### config.mk
export PLATFORM = sky130hd
export DESIGN_NAME = pmu_ram
export DESIGN_NICKNAME = d
export VERILOG_FILES = /design/src/rtl/pmu_ram.sv
export SDC_FILE = /design/constraint.sdc
export NUM_CORES = 2
export LEC_CHECK = 0
export BUFFER_PORTS_ARGS = -buffer_cell sky130_fd_sc_hd__buf_4
export CORE_MARGIN = 5
export CORE_UTILIZATION = 39
export CTS_CLUSTER_SIZE = 24
export DETAILED_ROUTE_END_ITERATION = 10
export PLACE_DENSITY = 0.62
export SYNTH_ARGS = -nofsm -noshare
export SYNTH_HDL_FRONTEND = slang
export SYNTH_SLANG_ARGS = --single-unit
### constraint.sdc
create_clock -name clk -period 5.7 [get_ports clk]
set_input_delay 0 -clock clk [delete_from_list [all_inputs] [get_ports clk]]
set_output_delay 0 -clock clk [all_outputs]
set_load 0.01 [all_outputs]
### src/rtl/pmu_ram.sv
// Generic single-port-write RAM with registered read.
module pmu_ram #(
  parameter int WIDTH = 32,
  parameter int DEPTH = 64
) (
  input  logic                     clk,
  input  logic                     we,
  input  logic [$clog2(DEPTH)-1:0] waddr,
  input  logic [WIDTH-1:0]         wdata,
  input  logic [$clog2(DEPTH)-1:0] raddr,
  output logic [WIDTH-1:0]         rdata
);
  logic [WIDTH-1:0] mem [DEPTH];

  always_ff @(posedge clk) begin
    if (we) mem[waddr] <= wdata;
    rdata <= mem[raddr];
  end
endmodule

=== Yosys cells after proc, flatten, opt, wreduce, memory -nomap -nowiden ===
Memories as Yosys holds them, arrays and structs flattened. A register that Yosys moved wholly into a read port is not among the register bits.
Cells that the tools add are included.

* Multiplexer cells: 2

{| class="wikitable"
|+ Operators by type and width
! operator !! number
|-
| 1-bit 2-to-1 mux || 2
|}

* Bits in registers: 0
* Memories kept: 1
* Memory bits (writable): 2,048
* Output and inout port bits: 32

{| class="wikitable"
|+ Memories
! name !! words !! bits a word !! rd ports !! clocked after Yosys merged registers in !! wr ports !! RTL line !! text
|-
| mem || 64 || 32 || 1 || 1 || 1 || 13 || <nowiki>logic [WIDTH-1:0] mem [DEPTH];</nowiki>
|}

=== Longest topological paths before layout ===
* Depth after elaboration: 2
* Gate-level depth with buffers: 10
* Gate-level depth less buffers: 5

=== Worst setup path before layout ===
Ideal clock, no wire load.

* Path type: input -> register
* From: input port waddr[3]
* To: memory mem[48][0], enable pin
* Path slack: 2.540 ns
* Setup time: 0.461 ns
* Stages: 4
* Data arrival time: 2.699 ns
* Path buffers: 1
* Cells stage by stage: clkbuf_1 -> nor2b_1 -> nand4b_1 -> nor3_1

{| class="wikitable"
|+ RTL lines
! what !! RTL line !! text
|-
| start, declared || 8 || <nowiki>input logic [$clog2(DEPTH)-1:0] waddr,</nowiki>
|-
| end, declared || 13 ||
|}

Straight into the memory's write port.

=== Final worst setup path ===
* From: input port waddr[1]
* To: memory mem[7][7], enable pin

Straight into the memory's write port.

==> summary by stage <==
STA
The final setup skew is 30.2 ps. The final count of hold timing violations is 0. Setup repair after global routing left no endpoint under its margin. The sum of negative setup slack is 0 ps. The final-report max-slew violation count is 0. The highest clock frequency the design can meet is 353 MHz.

The setup-violating endpoint count in the final report is 0. The final critical path time including I/O delays and setup is 2830 ps. At the pin with the least slew margin, the transition time is 1280 ps. The worst pin sits at a relative slew slack of 14.7%. The post-route clock period utilization is 49.7%.

Synthesis
The cell area that synthesis handed to floorplanning was 78500 um^2. Counting flops with a built-in enable in the synthesized netlist gives 2048. When the netlist entered floorplanning its net count stood at 3370. The Yosys step of the flow raised 0 warnings. By area, the combinational part of the netlist is dominated by multiplexers.

The synthesized design contains 2080 register bits. Synthesis instantiated 34 different standard cells from the library. The adder and majority cell fraction of the synthesized area is 0%.

After synthesis, the share of flip-flops with an asynchronous set or reset is 0%. Summing the areas of all compound-gate instances in the mapped netlist gives 1.67% of the synthesized area. The dominant register cell in the synthesized netlist is edfxtp_1. The average cell area after synthesis is 23.6 um^2. The area share of xor/xnor cells in the synthesized design is 0%. The post-synthesis sequential area ratio is 79.1%. After Yosys synthesis, and, or, nand and nor cells account for 1.27% of the synthesized area. The cell count after synthesis came out at 3324. The proportion of synthesized area in mux cells is 16.8%.

Clock network
The number of clock buffers inserted by TritonCTS is 202. Clock latency on the worst-skew pair, taken at its later pin, is 820 ps. The clock sink count is 2080. The number of resized instances in the post-cts repair step is 0.

The clock transition at the registers of the reported paths is 60 ps. The clock tree from TritonCTS is built. The clock tree synthesis step divided the H-tree into 4 levels. The buffer levels on the longest clock path is 3. The cell sitting at the root of the clock tree is a clkbuf_16.

Critical path
The worst setup path is of the primary input to flip-flop kind. The critical path launch point type is a primary input. The launch point of the worst reg-to-reg path is mem[15][21]$_DFFE_PP_.

The required arrival time at the worst endpoint is 6210 ps. The data arrival at the endpoint of the critical path is 3350 ps. In this run the worst setup path begins at waddr[1]. The worst-case register-to-register setup slack is 3480 ps. The capturing element type of the critical path is a flip-flop.

Of all nets on the critical path, the largest fanout is 22. For the worst flop-to-flop path, the logic depth is 4. In this run the critical register-to-register path is captured at rdata[21]$_DFF_P_.

Finish
Counting the fill cells in the layout gives 16500. Compared with the post-synthesis result, the final layout area differs by 14.3%. The final net count is 3606. The repair_antennas step left the layout with diodes totalling 0. The fraction of layout cells with a size suffix above 1 is 28.7%.

Worst hold path
In this run the most critical hold path is launched from waddr[0]. The worst hold endpoint is mem[51][10]$_DFFE_PP_. The worst hold path cell count is 3. The path class of the tightest hold or removal check is primary input to flip-flop.

Floorplanning
The area of the die is 210000 um^2. The count of pins on the block boundary is 78. The vertical extent of the die is 459 um. The floorplan has 164 rows. In this run the standard cell core region covers 200000 um^2. The initial cell density of the core is 39.2%.

The die span in x is 459 um.

Job
Max-cap violations in this run came to 0.

Drt
The count of nets left with antenna violations once routing finished came out at 0. The routed wire length is 192000 um. After the first detailed-routing iteration, the DRC count stood at 3917. The post-detailed-route wirelength per cell is 30.0 um. The number of vias after detailed routing is 36300.

Using the TritonRoute via totals, the vias-per-cell ratio works out to 5.68. After detailed routing, the number of remaining DRC violations is 0. The first detailed-routing pass ran for 5 iterations.

GRT
The leftover overflow at the end of global routing is 0. The number of antenna violations at the first check in global routing was 3. The via count of the first global-routing pass is 37100. In the global route stage, overall resource usage came out at 18.1%. The maximum number of pins on one net before global-route repair is 103. The global-route wire length before repair is 275000 um.

Power
The worst ir drop on vdd is 313 uV. The power density over cell area is 351 nW/um^2. The static leakage power is 27.6 nW. Total power for the finished layout comes to 31.5 mW.

Place
The final weighted congestion in routability-driven placement is 0.789. Input and output buffers added on the ports amount to 77. The wire-length estimate of the detail-placed layout is 106000 um.

Status
The run finished with clean final reports.
## repair_timing
action                                  in CTS  in global routing
endpoints found under the hold margin     2142                  0
buffers inserted                             0                  0
hold buffers                                38                  0
endpoints found under the setup margin       0                  0
## stage by stage
step / instances / instance area [um^2] / util [%] / hold slack (ps) / worst slack (ps)
5_1_grt: 6385 / 89700 / 44.9 / 22.4 / 2880
4_1_cts: 6385 / 89700 / 44.9 / 1.34 / 2940
3_3_place_gp: 5974 / 83000 / 41.5 / 424 / 2440
2_1_floorplan: 3324 / 78500 / - / 98.9 / 2540
6_report: 6385 / 89700 / 44.9 / 53.5 / 2870
3_5_place_dp: 5974 / 83000 / 41.5 / 402 / 2400
## final cells by class
class	count	area, um^2	share of cell area [%]
clock buffers	277	5510	6.14
clock inverters	96	882	0.983
multi-input cells	1062	16000	17.8
flip-flops and latches	2080	62100	69.2
well taps	2656	3320	3.70
repair buffers	214	1900	2.12
## layout by cell type (no fill, tap or decap), types with 4 or more instances in the layout
master,Yosys,layout
edfxtp_1,2048,2048
a311oi_1,8,8
nand2b_1,8,5
o22ai_1,84,84
inv_6,0,5
a22oi_1,12,12
and3_1,4,4
a21oi_1,62,62
buf_12,0,14
nor2_1,137,75
mux4_2,544,544
clkbuf_1,74,62
clkbuf_8,0,9
bufinv_16,0,14
clkinv_1,0,31
dfxtp_1,32,32
buf_4,25,158
o32ai_1,4,4
o221ai_1,27,27
clkinv_2,0,32
clkinvlp_4,0,9
nor3_1,7,5
a41o_1,4,4
nand2_1,26,26
nor2_4,0,62
mux2i_1,93,93
clkbuf_16,0,206
dlygate4sd3_1,0,38
nand3b_1,5,5
nor2b_1,15,15
nand3_1,5,5
## where the power goes
| group | internal [mW] | leakage (nW) | switching, mW |
|---|---|---|---|
| clock network | 7.39 | 3.11 | 5.57 |
| logic | 0.592 | 5.80 | 0.924 |
| registers | 16.9 | 18.7 | 0.0791 |
| total | 24.9 | 27.6 | 6.57 |
## critical path, cell delays in order
cell,delay (ps)
dlygate4sd3_1,530
buf_4,190
nand4_1,920
nor2_4,1280
buf_4,380
## cells by family (layout without fill, tap and decap cells)
family	count (synthesis)	in the layout
multiplexers	637	637
buffers and inverters	182	587
flip-flops	2080	2080
AO/OA/AOI/OAI	202	202
AND/OR/NAND/NOR	223	223
## per-layer routing
layer	track usage, %	share of wire [%]
met3	2.64	6.2
met2	29.5	49
met5	0	0
met1	25.7	42
met4	5.36	2.8
## state kept, by name (all words and copies together) (netlist names)
register and count:
mem 2048, rdata 32
## cell usage after synthesis, drive strengths merged (2+ instances only)
| master | count | share of area, % |
|---|---|---|
| a21oi | 62 | 0.40 |
| a22oi | 12 | 0.11 |
| a311oi | 8 | 0.089 |
| a41o | 4 | 0.051 |
| and2 | 2 | 0.016 |
| and3 | 4 | 0.032 |
| buf | 108 | 0.77 |
| clkbuf | 74 | 0.35 |
| dfxtp | 32 | 0.82 |
| edfxtp | 2048 | 78 |
| mux2i | 93 | 1.2 |
| mux4 | 544 | 16 |
| nand2 | 26 | 0.12 |
| nand2b | 8 | 0.064 |
| nand3 | 5 | 0.032 |
| nand3b | 5 | 0.048 |
| nand4 | 2 | 0.016 |
| nor2 | 137 | 0.65 |
| nor2b | 15 | 0.12 |
| nor3 | 7 | 0.045 |
| o221ai | 27 | 0.30 |
| o22ai | 84 | 0.67 |
| o32ai | 4 | 0.045 |
| or2 | 3 | 0.024 |
| or3 | 3 | 0.024 |
| or3b | 5 | 0.056 |
## worst max path at each step
stage | slack, ps | endpoint | cells after the start
2_1_floorplan | 2540 | mem[48][0]$_DFFE_PP_ | 4
3_5_place_dp | 2400 | rdata[21]$_DFF_P_ | 6
4_1_cts | 2940 | mem[7][7]$_DFFE_PP_ | 5
5_1_grt | 2880 | mem[7][18]$_DFFE_PP_ | 5
3_3_place_gp | 2440 | rdata[21]$_DFF_P_ | 6
6_report | 2870 | mem[7][7]$_DFFE_PP_ | 5
Note: power is estimated with default switching activity, not from simulation.
